### src/hw/rtl/dmfp_pkg.sv
package dmfp_pkg;

  localparam int HEADER_BYTES = 12;
  localparam int ANSWER_HEADER_BYTES = 12;

  localparam logic [7:0] DOT_CHAR = 8'd46;
  localparam logic [7:0] LABEL_LEN_MAX = 8'd63;
  localparam logic [7:0] NAME_LIMIT_RESET = 8'd255;

  localparam logic [2:0] KIND_NAME_CHAR = 3'd0;
  localparam logic [2:0] KIND_QUESTION_DONE = 3'd1;
  localparam logic [2:0] KIND_ANSWER_HEADER = 3'd2;
  localparam logic [2:0] KIND_ANSWER_DATA = 3'd3;
  localparam logic [2:0] KIND_MESSAGE_DONE = 3'd4;
  localparam logic [2:0] KIND_MALFORMED = 3'd5;

  typedef enum logic [3:0] {
    PH_IDLE,
    PH_HEADER,
    PH_QLEN,
    PH_QLABEL,
    PH_QTAIL,
    PH_AHDR,
    PH_ADATA,
    PH_DONE,
    PH_ERROR
  } phase_t;

  typedef struct packed {
    phase_t       phase;
    logic [3:0]   field_byte_count;
    logic [5:0]   label_bytes_left;
    logic [7:0]   name_length_so_far;
    logic [15:0]  questions_left;
    logic [15:0]  answers_left;
    logic [15:0]  data_bytes_left;
    logic [15:0]  current_index;
    logic [79:0]  field_accumulator;
  } parse_state_t;

  typedef struct packed {
    logic [2:0]   item_kind;
    logic [7:0]   byte_value;
    logic [15:0]  record_index;
    logic [15:0]  name_reference;
    logic [15:0]  record_type;
    logic [15:0]  record_class;
    logic [31:0]  time_to_live;
    logic [15:0]  data_length;
  } result_t;

endpackage

### src/hw/rtl/dmfp_step.sv
module dmfp_step
  import dmfp_pkg::*;
(
  input  parse_state_t state_cur,
  input  logic [7:0]   name_limit,
  input  logic [7:0]   message_byte,
  input  logic         message_start,
  input  logic         message_end,
  output parse_state_t state_nxt,
  output result_t      result,
  output logic         result_valid
);

  parse_state_t s;
  parse_state_t n;
  result_t      res;
  logic         have;
  logic [79:0]  acc_shift;
  logic [3:0]   fbc_inc;
  logic [15:0]  dlen_new;
  logic [15:0]  qleft_dec;

  function automatic parse_state_t begin_records(parse_state_t st);
    parse_state_t r;
    r = st;
    r.field_byte_count = '0;
    if (st.questions_left != '0) begin
      r.phase = PH_QLEN;
      r.name_length_so_far = '0;
    end else if (st.answers_left != '0) begin
      r.phase = PH_AHDR;
    end else begin
      r.phase = PH_DONE;
    end
    return r;
  endfunction

  always_comb begin
    s = state_cur;
    if (message_start) begin
      s = '0;
      s.phase = PH_HEADER;
    end
    n = s;
    res = '0;
    res.record_index = s.current_index;
    have = 1'b0;
    acc_shift = {s.field_accumulator[71:0], message_byte};
    fbc_inc = s.field_byte_count + 4'd1;
    dlen_new = '0;
    qleft_dec = s.questions_left - 16'd1;

    case (s.phase)
      PH_HEADER: begin
        n.field_accumulator = acc_shift;
        n.field_byte_count = fbc_inc;
        if (fbc_inc >= 4'(HEADER_BYTES)) begin
          n.questions_left = acc_shift[63:48];
          n.answers_left = acc_shift[47:32];
          n.current_index = '0;
          n = begin_records(n);
        end
      end
      PH_QLEN: begin
        if (message_byte == 8'd0) begin
          n.phase = PH_QTAIL;
          n.field_byte_count = '0;
        end else if (message_byte > LABEL_LEN_MAX) begin
          res.item_kind = KIND_MALFORMED;
          have = 1'b1;
          n.phase = PH_ERROR;
        end else begin
          n.label_bytes_left = message_byte[5:0];
          n.phase = PH_QLABEL;
          if (s.name_length_so_far != '0) begin
            have = 1'b1;
            if (s.name_length_so_far >= name_limit) begin
              res.item_kind = KIND_MALFORMED;
              n.phase = PH_ERROR;
            end else begin
              n.name_length_so_far = s.name_length_so_far + 8'd1;
              res.item_kind = KIND_NAME_CHAR;
              res.byte_value = DOT_CHAR;
            end
          end
        end
      end
      PH_QLABEL: begin
        have = 1'b1;
        if (s.name_length_so_far >= name_limit) begin
          res.item_kind = KIND_MALFORMED;
          n.phase = PH_ERROR;
        end else begin
          n.name_length_so_far = s.name_length_so_far + 8'd1;
          res.item_kind = KIND_NAME_CHAR;
          res.byte_value = message_byte;
          n.label_bytes_left = s.label_bytes_left - 6'd1;
          if (s.label_bytes_left == 6'd1) begin
            n.phase = PH_QLEN;
          end
        end
      end
      PH_QTAIL: begin
        n.field_accumulator = acc_shift;
        n.field_byte_count = fbc_inc;
        if (fbc_inc >= 4'd4) begin
          have = 1'b1;
          res.item_kind = KIND_QUESTION_DONE;
          res.record_type = acc_shift[31:16];
          res.record_class = acc_shift[15:0];
          n.questions_left = qleft_dec;
          n.current_index = (qleft_dec != '0) ? s.current_index + 16'd1 : '0;
          n = begin_records(n);
        end
      end
      PH_AHDR: begin
        if (s.field_byte_count < 4'(ANSWER_HEADER_BYTES - 2)) begin
          n.field_accumulator = acc_shift;
          dlen_new = s.data_bytes_left;
        end else if (s.field_byte_count == 4'(ANSWER_HEADER_BYTES - 2)) begin
          dlen_new = {message_byte, 8'd0};
        end else begin
          dlen_new = s.data_bytes_left | {8'd0, message_byte};
        end
        n.data_bytes_left = dlen_new;
        n.field_byte_count = fbc_inc;
        if (fbc_inc >= 4'(ANSWER_HEADER_BYTES)) begin
          have = 1'b1;
          res.item_kind = KIND_ANSWER_HEADER;
          res.name_reference = s.field_accumulator[79:64];
          res.record_type = s.field_accumulator[63:48];
          res.record_class = s.field_accumulator[47:32];
          res.time_to_live = s.field_accumulator[31:0];
          res.data_length = dlen_new;
          n.field_byte_count = '0;
          if (dlen_new != '0) begin
            n.phase = PH_ADATA;
          end else begin
            n.answers_left = s.answers_left - 16'd1;
            n.current_index = s.current_index + 16'd1;
            n = begin_records(n);
          end
        end
      end
      PH_ADATA: begin
        have = 1'b1;
        res.item_kind = KIND_ANSWER_DATA;
        res.byte_value = message_byte;
        n.data_bytes_left = s.data_bytes_left - 16'd1;
        if (s.data_bytes_left == 16'd1) begin
          n.answers_left = s.answers_left - 16'd1;
          n.current_index = s.current_index + 16'd1;
          n = begin_records(n);
        end
      end
      default: begin
      end
    endcase

    if (message_end) begin
      if (n.phase == PH_ERROR) begin
        n.phase = PH_IDLE;
      end else if (n.phase == PH_DONE) begin
        if (!have) begin
          res = '0;
          have = 1'b1;
        end
        res.item_kind = KIND_MESSAGE_DONE;
        n.phase = PH_IDLE;
      end else if (n.phase != PH_IDLE) begin
        res = '0;
        res.item_kind = KIND_MALFORMED;
        res.record_index = n.current_index;
        have = 1'b1;
        n.phase = PH_IDLE;
      end
    end

    state_nxt = n;
    result = res;
    result_valid = have;
  end

endmodule

### src/hw/rtl/dns_message_field_parser.sv
// DNS message field parser: takes one message byte per word, starting at the 12-byte header
// (message_start on its first byte), and emits question name characters with dots between
// labels, one word per question when its type and class are in, one word per answer header
// (name reference, type, class, TTL, data length), one word per answer data byte, a message
// done word on a clean message_end, and a malformed word for a label length of 64 or more, a
// name longer than the cfg name limit, or an early end. Authority and additional records are
// skipped. Each word is registered at the input, parsed combinationally by the state
// update, and the result is registered at the output, so a new byte is taken every
// cycle while the output side keeps up.
// Write cfg only while the parser is idle.
module dns_message_field_parser
  import dmfp_pkg::*;
(
  input  logic        clk,
  input  logic        rst_n,
  input  logic        cfg_wr_en,
  input  logic [7:0]  cfg_wr_data,
  input  logic        in_valid,
  output logic        in_ready,
  input  logic [7:0]  in_message_byte,
  input  logic        in_message_start,
  input  logic        in_message_end,
  output logic        out_valid,
  input  logic        out_ready,
  output logic [2:0]  out_item_kind,
  output logic [7:0]  out_byte_value,
  output logic [15:0] out_record_index,
  output logic [15:0] out_name_reference,
  output logic [15:0] out_record_type,
  output logic [15:0] out_record_class,
  output logic [31:0] out_time_to_live,
  output logic [15:0] out_data_length
);

  logic         in_valid_r;
  logic [7:0]   in_byte_r;
  logic         in_start_r;
  logic         in_end_r;
  logic [7:0]   name_limit_r;
  parse_state_t state_r;
  parse_state_t state_nxt;
  result_t      res_r;
  result_t      res_nxt;
  logic         res_have;
  logic         out_valid_r;
  logic         advance;
  logic         fire;

  assign advance  = !out_valid_r || out_ready;
  assign in_ready = !in_valid_r || advance;
  assign fire     = in_valid_r && advance;

  dmfp_step u_step (
    .state_cur     (state_r),
    .name_limit    (name_limit_r),
    .message_byte  (in_byte_r),
    .message_start (in_start_r),
    .message_end   (in_end_r),
    .state_nxt     (state_nxt),
    .result        (res_nxt),
    .result_valid  (res_have)
  );

  always_ff @(posedge clk) begin
    if (!rst_n) begin
      in_valid_r <= 1'b0;
    end else if (in_ready) begin
      in_valid_r <= in_valid;
    end
  end

  always_ff @(posedge clk) begin
    if (in_ready) begin
      in_byte_r  <= in_message_byte;
      in_start_r <= in_message_start;
      in_end_r   <= in_message_end;
    end
  end

  always_ff @(posedge clk) begin
    if (!rst_n) begin
      name_limit_r <= NAME_LIMIT_RESET;
    end else if (cfg_wr_en) begin
      name_limit_r <= cfg_wr_data;
    end
  end

  always_ff @(posedge clk) begin
    if (!rst_n) begin
      state_r <= '0;
    end else if (fire) begin
      state_r <= state_nxt;
    end
  end

  always_ff @(posedge clk) begin
    if (!rst_n) begin
      out_valid_r <= 1'b0;
    end else if (fire) begin
      out_valid_r <= res_have;
    end else if (out_ready) begin
      out_valid_r <= 1'b0;
    end
  end

  always_ff @(posedge clk) begin
    if (fire && res_have) begin
      res_r <= res_nxt;
    end
  end

  assign out_valid          = out_valid_r;
  assign out_item_kind      = res_r.item_kind;
  assign out_byte_value     = res_r.byte_value;
  assign out_record_index   = res_r.record_index;
  assign out_name_reference = res_r.name_reference;
  assign out_record_type    = res_r.record_type;
  assign out_record_class   = res_r.record_class;
  assign out_time_to_live   = res_r.time_to_live;
  assign out_data_length    = res_r.data_length;

endmodule

### config.mk
export PLATFORM = sky130hd
export DESIGN_NAME = dns_message_field_parser
export DESIGN_NICKNAME = d
export VERILOG_FILES = /design/src/hw/rtl/dmfp_pkg.sv /design/src/hw/rtl/dmfp_step.sv /design/src/hw/rtl/dns_message_field_parser.sv
export SDC_FILE = /design/constraint.sdc
export NUM_CORES = 1
export LEC_CHECK = 0
export ABC_AREA = 1
export BUFFER_PORTS_ARGS = -buffer_cell sky130_fd_sc_hd__buf_2
export CAP_MARGIN = 20
export CORE_MARGIN = 4
export CORE_UTILIZATION = 40
export DETAILED_ROUTE_END_ITERATION = 8
export GPL_TIMING_DRIVEN = 0
export PLACE_DENSITY = 0.66
export REMOVE_ABC_BUFFERS = 1
export SETUP_SLACK_MARGIN = 0.2
export SLEW_MARGIN = 20
export SYNTH_ARGS = -nofsm -noshare
export SYNTH_HDL_FRONTEND = slang
export SYNTH_HIERARCHICAL = 1
export SYNTH_SLANG_ARGS = --single-unit
### constraint.sdc
create_clock -name clk -period 14.6 [get_ports clk]
set_input_delay 0.73 -clock clk [delete_from_list [all_inputs] [get_ports clk]]
set_output_delay 0.73 -clock clk [all_outputs]
set_load 0.01 [all_outputs]
==> results.md, run 1 <==
* Switching power at around 0.74 mW
* Worst path arrival time at approximately 7.1 ns
* Drt drc at 0
* Worst-path fanout max at 72
* WHS at 0.334 ns
* Filler cell count at 5,210
* Mux cell area share after synthesis at 0
* Final HPWL DP at 39,900 um
* Worst vdd ir at 0.0600 mV
* R2R cell count at 20
* Critical path cell sequence: buf_16, inv_8, nand2_2, nand3_4, nand2_1, nor2_2, nand2_1, inv_2, o21ai_0, inv_1, nor2_1, nand3_1, nand2_1, nand2_1, inv_1, nor2_4, buf_16, buf_12, buf_12, buf_12
* Syn Std Cell Area at 20,400 um2
* Starting Density at 0.406
* Worst-Margin Slew at 1.10 ns
* Placed Area at ~22,000 um2
* Vias in the first global route at about 17,000
* Post-Synthesis Mean Instance Area at between 6 and 7 um2
* Post-synth EDFFs at 133
* CTS tree: done
* DR pass1 iterations at 6
* Critical path type: reg -> reg
* Post-synthesis sequential area ratio at 0.368
* Congestion Overflow GR at 0
* P_leak at between 9 and 10 nW
* Initial antenna violation count at 0
* Final instance area at 22,900 um2
* CP Capture Point: out_record_type[3]
* Synth area leaders: edfxtp_1 (20%), dfxtp_1 (17%), nand2_1 (12%)
* Synth unique cells at 53
* Root Driver: clkbuf_16
* Die height at approximately 230 um
* First-iteration detailed-routing DRC count at 1,952
* Post-Synth XOR/XNOR Area at 0.00895
* Antenna Nets Post-Route at 0
* Share of layout cells above drive strength 1 at 0.125
* Post-synthesis adder-cell area fraction at 0.0135
* Final Max Slew Viols at 0
* TNS Setup at 0 ns
* Avg WL per Cell at roughly 16 um
* Worst Skew at approximately 0.017 ns
* CP peak stage delay at 0.84 ns
* Clk pwr share at 0.410
* Max Buffers Root-to-Sink at 3
* Simple-gate share of the synthesized area at 0.339
* Yosys warning total at 6
* Cts repair resizes at 0
* Final Hold Viols at 0
* Complex-gate fraction of the synthesized area at 0.140
* Most frequent cells in the layout: nand2_1 (671), inv_1 (415), nor2_1 (322), nand3_1 (320), a21oi_1 (208)
* Die area at approximately 55,000 um2
* Relative slew slack at 0.265
* Fin crit share at 0.465
* Combinational share of power at 0.182
* Global-route wire length before repair at 95,400 um
* Layout Cells excl Fill at 3,737
* Flop pwr share at 0.408
* DRT Wirelength at 60,300 um
* Crit Reg-Reg Endpoint: out_record_type[3]
* Min-delay worst type: in -> reg
* Clock slew at reported path FFs at 0.06 ns
* Rows at 82
* Core Util, Final at 0.456
* Vias per cell at between 5 and 6
* Area leader, netlist: edfxtp_1
* Die width at 234 um
* Reg2reg start: in_start_r
* Post-Syn Instances at 3,014
* Total GRT Usage at 0.214
* Largest family of logic cells by synthesized area: simple AND/OR/NAND/NOR gates
* Post-route setup slack at 7.81 ns
* Top-area cell type share of the netlist area at 0.196
* CP Launch Point: in_start_r
* Core Region at 50,300 um2
* Sink Count at 309
* Status: finished, final reports clean
* Area Overhead vs Synth at 12.4%
* Endpoints failing setup at 0
* Placed Cells at 3,669
* Fmax at 147 MHz
* Ratio of total power to cell area at 105 nW/um2
* N_diodes at 0
* Asr flop ratio synth at 0
* RSZ-0062 raised after global routing: false
* # nets final at 3,081
* Tot Pwr at 2.42 mW
* Pre-CTS WS at 8.02 ns
* Synth Flop Type: dfxtp_1
* Crit path required time at 14.87 ns
* # IOs at 148
* Htree depth at 2
* CTS Hold Bufs at 0
* Num CTS Buffers at 37
* Slowest-stage cell, CP: nor2_2
* Largest net degree at the start of global routing at between 100 and 150
* Via count at around 20,000
* Startpoint Class: flop
* Commonest non-fill, non-tap cell in the layout: nand2_1
* Power Internal at 1.68 mW
* Most frequent CP cell: nand2_1
* Port buffer count at between 100 and 150
* Switch share at 0.305
* Crit. End Element: flop
* Max cap viols at 0
* FF-to-FF setup slack at 7.81 ns
* Later-pin clock latency in the skew report at 0.57 ns
* Post-CTS Setup Inserts at 0
* Tmin final at 6.79 ns
* GPL Wtd Cong at between 0.9 and 1
* Seq cells post-synth at 309
==> how the worst min path moves through the flow <==
| stage | from | endpoint | slack, ns | depth (start not counted) |
|---|---|---|---|---|
| 2_1_floorplan | name_limit_r[1] | name_limit_r[1] | 0.43 | 2 |
| 3_3_place_gp | name_limit_r[5] | name_limit_r[5] | 0.44 | 2 |
| 3_5_place_dp | name_limit_r[5] | name_limit_r[5] | 0.44 | 2 |
| 4_1_cts | in_message_start | in_start_r | 0.31 | 1 |
| 5_1_grt | in_message_start | in_start_r | 0.32 | 1 |
| 6_report | in_message_start | in_start_r | 0.33 | 1 |
==> cell type report <==
cell class / instances / area [um2] / area share
Sequential cell: 309 / 7520 / 0.328
Multi-Input combinational cell: 2086 / 10300 / 0.448
Inverter: 430 / 1620 / 0.0708
Timing Repair Buffer: 172 / 1380 / 0.0601
Clock inverter: 24 / 307 / 0.0134
Tap cell: 672 / 841 / 0.0367
Clock buffer: 44 / 993 / 0.0433
==> worst max-delay path: cells and delay by family (launching register included) <==
kind	cells	cell delay (ns)
and+or+nand+nor	10	3.62
buffers and inverters	9	1.97
DFF	1	0.63
AOI/OAI and AO/OA	1	0.14
==> power by group through the flow <==
stage	registers, mW	clock network, mW	logic [mW]
floorplan	1.02	0	0.282
global placement	1.02	0	0.411
detailed placement	1.00	0	0.434
CTS	0.985	1.01	0.436
global route	0.991	1.05	0.494
finish	0.985	0.990	0.440
==> flip-flops by register name, summed over array words and instances (netlist names), 3 cells and up <==
register,flops
state_r,166
out_time_to_live,32
out_data_length,16
out_name_reference,16
out_record_class,16
out_record_index,16
out_record_type,16
in_byte_r,8
name_limit_r,8
out_byte_value,8
out_item_kind,3
==> synth_stat cells (2+ instances only) <==
library cell and number:
clkbuf_1 53, buf_4 15, o21ai_0 155, o2111ai_1 5, nor3_1 17, nand2_2 21, o22ai_1 32, nand3_1 321
nand2_4 2, nand2_1 673, buf_8 3, o32ai_1 4, a221oi_1 3, inv_1 416, a21oi_1 208, dfxtp_1 176
o21a_1 2, a32oi_1 4, o31ai_1 3, xnor2_1 2, a21boi_0 3, nand3_2 4, inv_2 13, nand3b_1 2
xor2_1 17, buf_6 20, buf_1 16, a41oi_1 2, a22oi_1 12, edfxtp_1 133, nor2_2 78, o21ai_1 17
nor4_1 2, ha_1 22, nor2_4 21, a211oi_1 3, buf_2 82, o221ai_1 39, o211ai_1 5, nand4_1 72
nor2_1 324
==> logic make-up after synthesis <==
group,after synthesis
and+or+nand+nor,1542
buffers and inverters,619
AOI/OAI and AO/OA,502
DFF,309
adders and majority gates,22
xor gates and xnor gates,20
==> routing by layer <==
metal / GRT usage / vias to the layer above / wire length [um]
li1: - / 9925 / -
met1: 0.302 / 9134 / 27300
met2: 0.337 / 651 / 27200
met3: 0.0389 / 83 / 4510
met4: 0.0583 / 0 / 1300
met5: 0 / - / 0
No activity file was read; power rests on OpenSTA's default activity.
==> run 2: changes to the inputs <==
clock period = 6.4 ns   (was 14.6 ns; I/O delays follow)
==> run 2 against run 1 <==
- non-clock buffer count is 19 higher
- critical path type unchanged
- clock power is 130% higher
- hold slack worse by 0.31 ns
- clock skew hardly changed
==> results.md, run 2 (synthesized netlist as in run 1, its figures left out) <==
* FF/Latch Area at about 7500 um2
* Filler cell count at 5,179
* Drt drc at 0
* GPL Wtd Cong at ~0.93
* Commonest non-fill, non-tap cell in the layout: nand2_1
* Relative slew slack at 0.295
* Rows at 82
* Vias in the first global route at between 15,000 and 20,000
* Num CTS Buffers at 37
* Core Util, Final at 0.460
* Vias per cell at 5.29
* Initial antenna violation count at 0
* Switch share at 0.305
* Worst-Margin Slew at between 1 and 1.5 ns
* Worst vdd ir at 0.137 mV
* Core Region at 50,300 um2
* Max Buffers Root-to-Sink at 3
* Placed Cells at 3,669
* Starting Density at 0.406
* Tmin final at 5.77 ns
* TNS Setup at 0 ns
* Worst path arrival time at 6.09 ns
* Startpoint Class: flop
* FF-to-FF setup slack at 0.63 ns
* Largest net degree at the start of global routing at 122
* Combinational share of power at 0.184
* Worst Skew at 0.0172 ns
* Die height at ~230 um
* Avg WL per Cell at 16.2 um
* Hold_sp: in_valid
* Post-route setup slack at 0.635 ns
* Power Internal at 3.84 mW
* Critical path type: reg -> reg
* Sink Count at 309
* Area Overhead vs Synth at 13.5%
* Final Hold Viols at 0
* Antenna Nets Post-Route at 0
* N_diodes at 0
* DR pass1 iterations at 6
* Placed Area at between 20,000 and 25,000 um2
* Pre-CTS WS at -0.185 ns
* Reg2reg start: in_start_r
* Crit path required time at 6.73 ns
* WHS Path Cells at 3
* R2R cell count at 21
* Total GRT Usage at 0.215
* Clock slew at reported path FFs at 0.06 ns
* Via count at 19,900
* Final Max Slew Viols at 0
* Endpoints failing setup at 0
* Status: finished, final reports clean
* Final instance area at between 20,000 and 25,000 um2
* Share of layout cells above drive strength 1 at 0.126
* CTS tree: done
* Worst-path fanout max at 72
* Max reg flops at 166
* Global-route wire length before repair at 96,000 um
* Min-delay worst type: in -> reg
* P_leak at 9.53 nW
* Ratio of total power to cell area at 239 nW/um2
* DRT Wirelength at 60,900 um
* Fmax at 173 MHz
* Top reg by flops: state_r
* Worst Hold End: in_valid_r
* Port buffer count at 147
* Fin crit share at 0.901
* Flop pwr share at 0.407
* RSZ-0062 raised after global routing: false
* Crit. End Element: flop
* First-iteration detailed-routing DRC count at 1,944
* # nets final at roughly 3,100
* Later-pin clock latency in the skew report at slightly below 0.6 ns
* Layout Cells excl Fill at between 3,000 and 4,000
* Switching power at 1.69 mW
* Max cap viols at 0
* Die width at approximately 230 um
* Crit Reg-Reg Endpoint: out_record_type[12]
* Clk pwr share at 0.409
* Final HPWL DP at 39,900 um
* Htree depth at 2
* Area of the multi-input gates at ~10,000 um2
* Most frequent cells in the layout: nand2_1 (669), inv_1 (415), nor2_1 (321), nand3_1 (320), a21oi_1 (208)
* Die area at 54,700 um2
* Congestion Overflow GR at 0
* Root Driver: clkbuf_16
* # IOs at 148
run 2: changes by cell type in the layout (fill, tap and decap cells not counted), sizes merged:
cell | before | now
dlygate4sd3 | 0 | 18
buf | 172 | 173
nor2 | 423 | 424
run 2: per-stage QoR:
stage	hold slack, ns	power, mW
after floorplan	0.404	2.96
after global placement	0.442	3.27
after detailed placement	0.444	3.28
after CTS	0.00449	5.56
after global routing	0.00504	5.80
final	0.0221	5.52
run 2: area by class of cell:
| class | count | share of cell area |
|---|---|---|
| multi-input combinational | 2087 | 0.445 |
| sequential | 309 | 0.325 |
| inverter | 430 | 0.0702 |
| timing repair buffer | 191 | 0.0677 |
| clock buffer | 44 | 0.0429 |
| tap | 672 | 0.0363 |
| clock inverter | 24 | 0.0132 |
run 2: worst max path at each step:
stage	end	start	slack, ns
after global routing	out_time_to_live[19]	in_start_r	0.40
after CTS	out_time_to_live[6]	in_start_r	0.25
after detailed placement	out_record_type[4]	in_start_r	-0.18
final	out_record_type[12]	in_start_r	0.63
after floorplan	out_byte_value[0]	in_valid_r	-5.27
after global placement	out_record_class[12]	in_start_r	-11.53
run 2: critical path, cell delays in order, from the launching register on:
cell	delay, ns
edfxtp_1	0.64
buf_16	0.27
inv_8	0.36
nand3_1	0.22
inv_1	0.17
nand3_1	0.62
nand2_2	0.65
nor2_4	0.21
nand2_1	0.23
inv_2	0.15
o21ai_0	0.22
inv_1	0.07
nor2_1	0.30
nand3_1	0.12
nand2_1	0.12
nand2_1	0.09
inv_1	0.20
nor2_4	0.07
buf_16	0.17
buf_12	0.18
buf_12	0.18
buf_12	0.17
run 2: layer usage:
| metal | track usage | routed length [um] |
|---|---|---|
| met5 | 0 | 0 |
| met4 | 0.0587 | 1260 |
| met3 | 0.0395 | 4680 |
| met2 | 0.340 | 27600 |
| met1 | 0.303 | 27400 |
run 2: timing repair:
item,CTS,global route
pin swaps,0,1
hold endpoints to repair,18,0
endpoints found under the setup margin,53,55
gates resized for setup,3,2
gates cloned,0,1
setup buffers,0,1
hold buffers,18,0
run 2: power by group through the flow:
stage | clock (mW) | sequential, mW | combinational (mW)
after global placement | 0 | 2.33 | 0.938
after floorplan | 0 | 2.32 | 0.642
final | 2.26 | 2.25 | 1.02
after CTS | 2.31 | 2.25 | 1.00
after global routing | 2.40 | 2.26 | 1.14
after detailed placement | 0 | 2.29 | 0.991
==> run 3: changes to the inputs <==
ABC_AREA = not set   (was 1)
SYNTH_HIERARCHICAL = not set   (was 1)
clock period = 6.62 ns   (was 6.4 ns; I/O delays follow)
==> run 3 against run 2 <==
- routed wire length is 19% lower
- synthesized cell count is 37% lower
- maximum frequency is 3.0% lower
- critical path depth is 5 lower
- global-route usage is 0.14 points lower
- largest power group is now sequential cells
- flip-flop and latch count stayed put
- hold slack better by 0.0052 ns
- combinational power is 56% lower
- area after synthesis is 21% lower
- power is 18% lower
==> results.md, run 3 <==
* Avg WL per Cell at approximately 20 um
* RSZ-0062 raised after global routing: false
* Root Driver: clkbuf_16
* Crit path required time at around 7 ns
* Status: finished, final reports clean
* R2R cell count at 16
* DR pass1 iterations at 6
* Rows at 73
* Post-synthesis sequential area ratio at 0.464
* Switching power at 1.15 mW
* Synth area leaders: edfxtp_1 (25%), dfxtp_1 (22%), a21oi_1 (7.1%)
* Worst path arrival time at 6.34 ns
* Switch share at 0.252
* Post-synth EDFFs at 133
* Synth unique cells at 79
* Ratio of total power to cell area at 240 nW/um2
* CTS tree: done
* Share of layout cells above drive strength 1 at 0.136
* Post-Syn Instances at 1,903
* Fmax at 168 MHz
* Final Hold Viols at 0
* Flop pwr share at 0.456
* Largest net degree at the start of global routing at 115
* Num CTS Buffers at 36
* Max Buffers Root-to-Sink at 3
* P_leak at 6.79 nW
* Core Region at 39,900 um2
* Syn Std Cell Area at 16,200 um2
* Die area at 43,800 um2
* Drt drc at 0
* Most frequent cells in the layout: a21oi_1 (229), nand2_1 (219), dfxtp_1 (176), nor2_1 (175), buf_2 (147)
* Later-pin clock latency in the skew report at 0.53 ns
* Max reg flops at 166
* Filler cell count at ~3,800
* Top reg by flops: state_r
* # IOs at 148
* Layout Cells excl Fill at approximately 2,500
* Vias per cell at 5.97
* Area Overhead vs Synth at 17.3%
* Clk pwr share at 0.446
* Final HPWL DP at 32,700 um
* Post-Synthesis Mean Instance Area at 8.51 um2
* Endpoints failing setup at 0
* Synth Flop Type: dfxtp_1
* Worst-Margin Slew at 1.14 ns
* Clock slew at reported path FFs at ~0.06 ns
* Via count at approximately 15,000
* GPL Wtd Cong at 0.923
* Crit. End Element: flop
* Relative slew slack at 0.238
* Total GRT Usage at 0.214
* Most instantiated library cell after synthesis: a21oi_1
* Die height at 209 um
* Antenna Nets Post-Route at 0
* Commonest non-fill, non-tap cell in the layout: a21oi_1
* Global-route wire length before repair at 78,300 um
* Min-delay worst type: in -> reg
* Fin crit share at 0.898
* Placed Cells at 2,451
* First-iteration detailed-routing DRC count at 1,401
* WHS Path Cells at 3
* Die width at 209 um
* Critical path type: reg -> reg
* Power Internal at 3.41 mW
* Initial antenna violation count at 0
* Htree depth at 2
* Core Util, Final at 0.476
* Synth top cells by count: a21oi_1 (230), nand2_1 (220), nor2_1 (180)
* # nets final at 2,020
* Worst-path fanout max at 69
* Max cap viols at 0
* Worst Skew at 0.0151 ns
* Asr flop ratio synth at 0
* DRT Wirelength at 49,100 um
* Seq cells post-synth at around 310
* Top-area cell type share of the netlist area at 0.247
* Tmin final at 5.95 ns
* Starting Density at 0.406
* Yosys warning total at 0
* Worst vdd ir at 0.143 mV
* Startpoint Class: flop
* FF-to-FF setup slack at a little under 0.7 ns
* Combinational share of power at 0.099
* Worst Hold End: name_limit_r[7]
* Final Max Slew Viols at 0
* Area leader, netlist: edfxtp_1
* Port buffer count at between 100 and 150
* Hold_sp: cfg_wr_data[7]
* Reg2reg start: in_start_r
* Sink Count at approximately 300
* N_diodes at 0
* Congestion Overflow GR at 0
* Vias in the first global route at 14,200
* Crit Reg-Reg Endpoint: out_time_to_live[7]
## run 3: what timing repair did
item / CTS / global route
setup buffers: 0 / 2
hold buffers: 10 / 0
endpoints found under the hold margin: 10 / 0
endpoints found under the setup margin: 0 / 140
gates resized for setup: 0 / 1
## run 3: power groups by stage
stage / clock, mW / sequential (mW) / combinational [mW]
2_1_floorplan: 0 / 2.13 / 0.246
3_3_place_gp: 0 / 2.14 / 0.378
3_5_place_dp: 0 / 2.12 / 0.434
4_1_cts: 2.06 / 2.08 / 0.441
5_1_grt: 2.16 / 2.08 / 0.490
6_report: 2.03 / 2.08 / 0.450
## run 3: worst max-delay path: stages, from the launching register on
cell	delay, ns
edfxtp_1	0.49
buf_8	0.21
inv_6	0.40
buf_16	0.33
nand2_1	0.14
ha_1	0.47
and2_1	0.31
a311oi_1	0.25
a31oi_1	0.11
nor4_1	0.48
nand3_1	0.34
o21ai_0	0.30
nor2_1	0.14
or4_1	0.71
o21ai_4	0.58
buf_16	0.25
and3_1	0.19
## run 3: metal layers
metal | vias up | part of all wire | wire, um | GRT usage
met5 | - | 0 | 0 | 0
met4 | 0 | 0.027 | 1340 | 0.0599
met3 | 106 | 0.078 | 3830 | 0.0347
met2 | 670 | 0.46 | 22600 | 0.347
met1 | 7199 | 0.43 | 21300 | 0.297
li1 | 7128 | - | - | -
## run 3: worst max-delay path by stage
stage | startpoint | end | slack [ns] | cells past startpoint
after floorplan | in_start_r | out_byte_value[0] | -7.04 | 14
after global placement | in_start_r | out_time_to_live[13] | -15.24 | 14
after detailed placement | in_start_r | out_time_to_live[13] | 0.44 | 18
after CTS | in_start_r | out_time_to_live[28] | 0.43 | 18
after global routing | in_start_r | out_name_reference[14] | 0.38 | 16
final | in_start_r | out_time_to_live[7] | 0.67 | 16
## run 3: cells by family (layout without fill, tap and decap cells)
kind of cell             Yosys count  in the layout  synth area share
buffers and inverters            189            289            0.0469
multiplexers                      19             19            0.0118
AND/OR/NAND/NOR                  792            792             0.238
flip-flops                       309            309             0.464
AO/OA/AOI/OAI                    551            551             0.211
adder cells (fa/ha/maj)           21             21            0.0162
XOR/XNOR                          22             22            0.0119
## run 3: stage by stage
stage / hold WS, ns / instance area, um2 / power, mW / setup WS [ns] / TNS (ns)
CTS: 0.0144 / 19000 / 4.58 / 0.427 / 0
global route: 0.0347 / 19000 / 4.73 / 0.381 / 0
finish: 0.0273 / 19000 / 4.56 / 0.675 / 0
detailed placement: 0.443 / 17600 / 2.55 / 0.438 / 0
global placement: 0.435 / 17000 / 2.52 / -15.24 / -4161.61
floorplan: 0.393 / 15600 / 2.37 / -7.04 / -1384.04
## run 3: cell type report
class	instances	area (um2)	share of cell area
flip-flops and latches	309	7520	0.396
clock buffers	45	987	0.0520
inverters	35	144	0.00758
repair buffers	189	1450	0.0763
clock inverters	20	223	0.0117
well taps	525	657	0.0346
multi-input cells	1405	8010	0.422
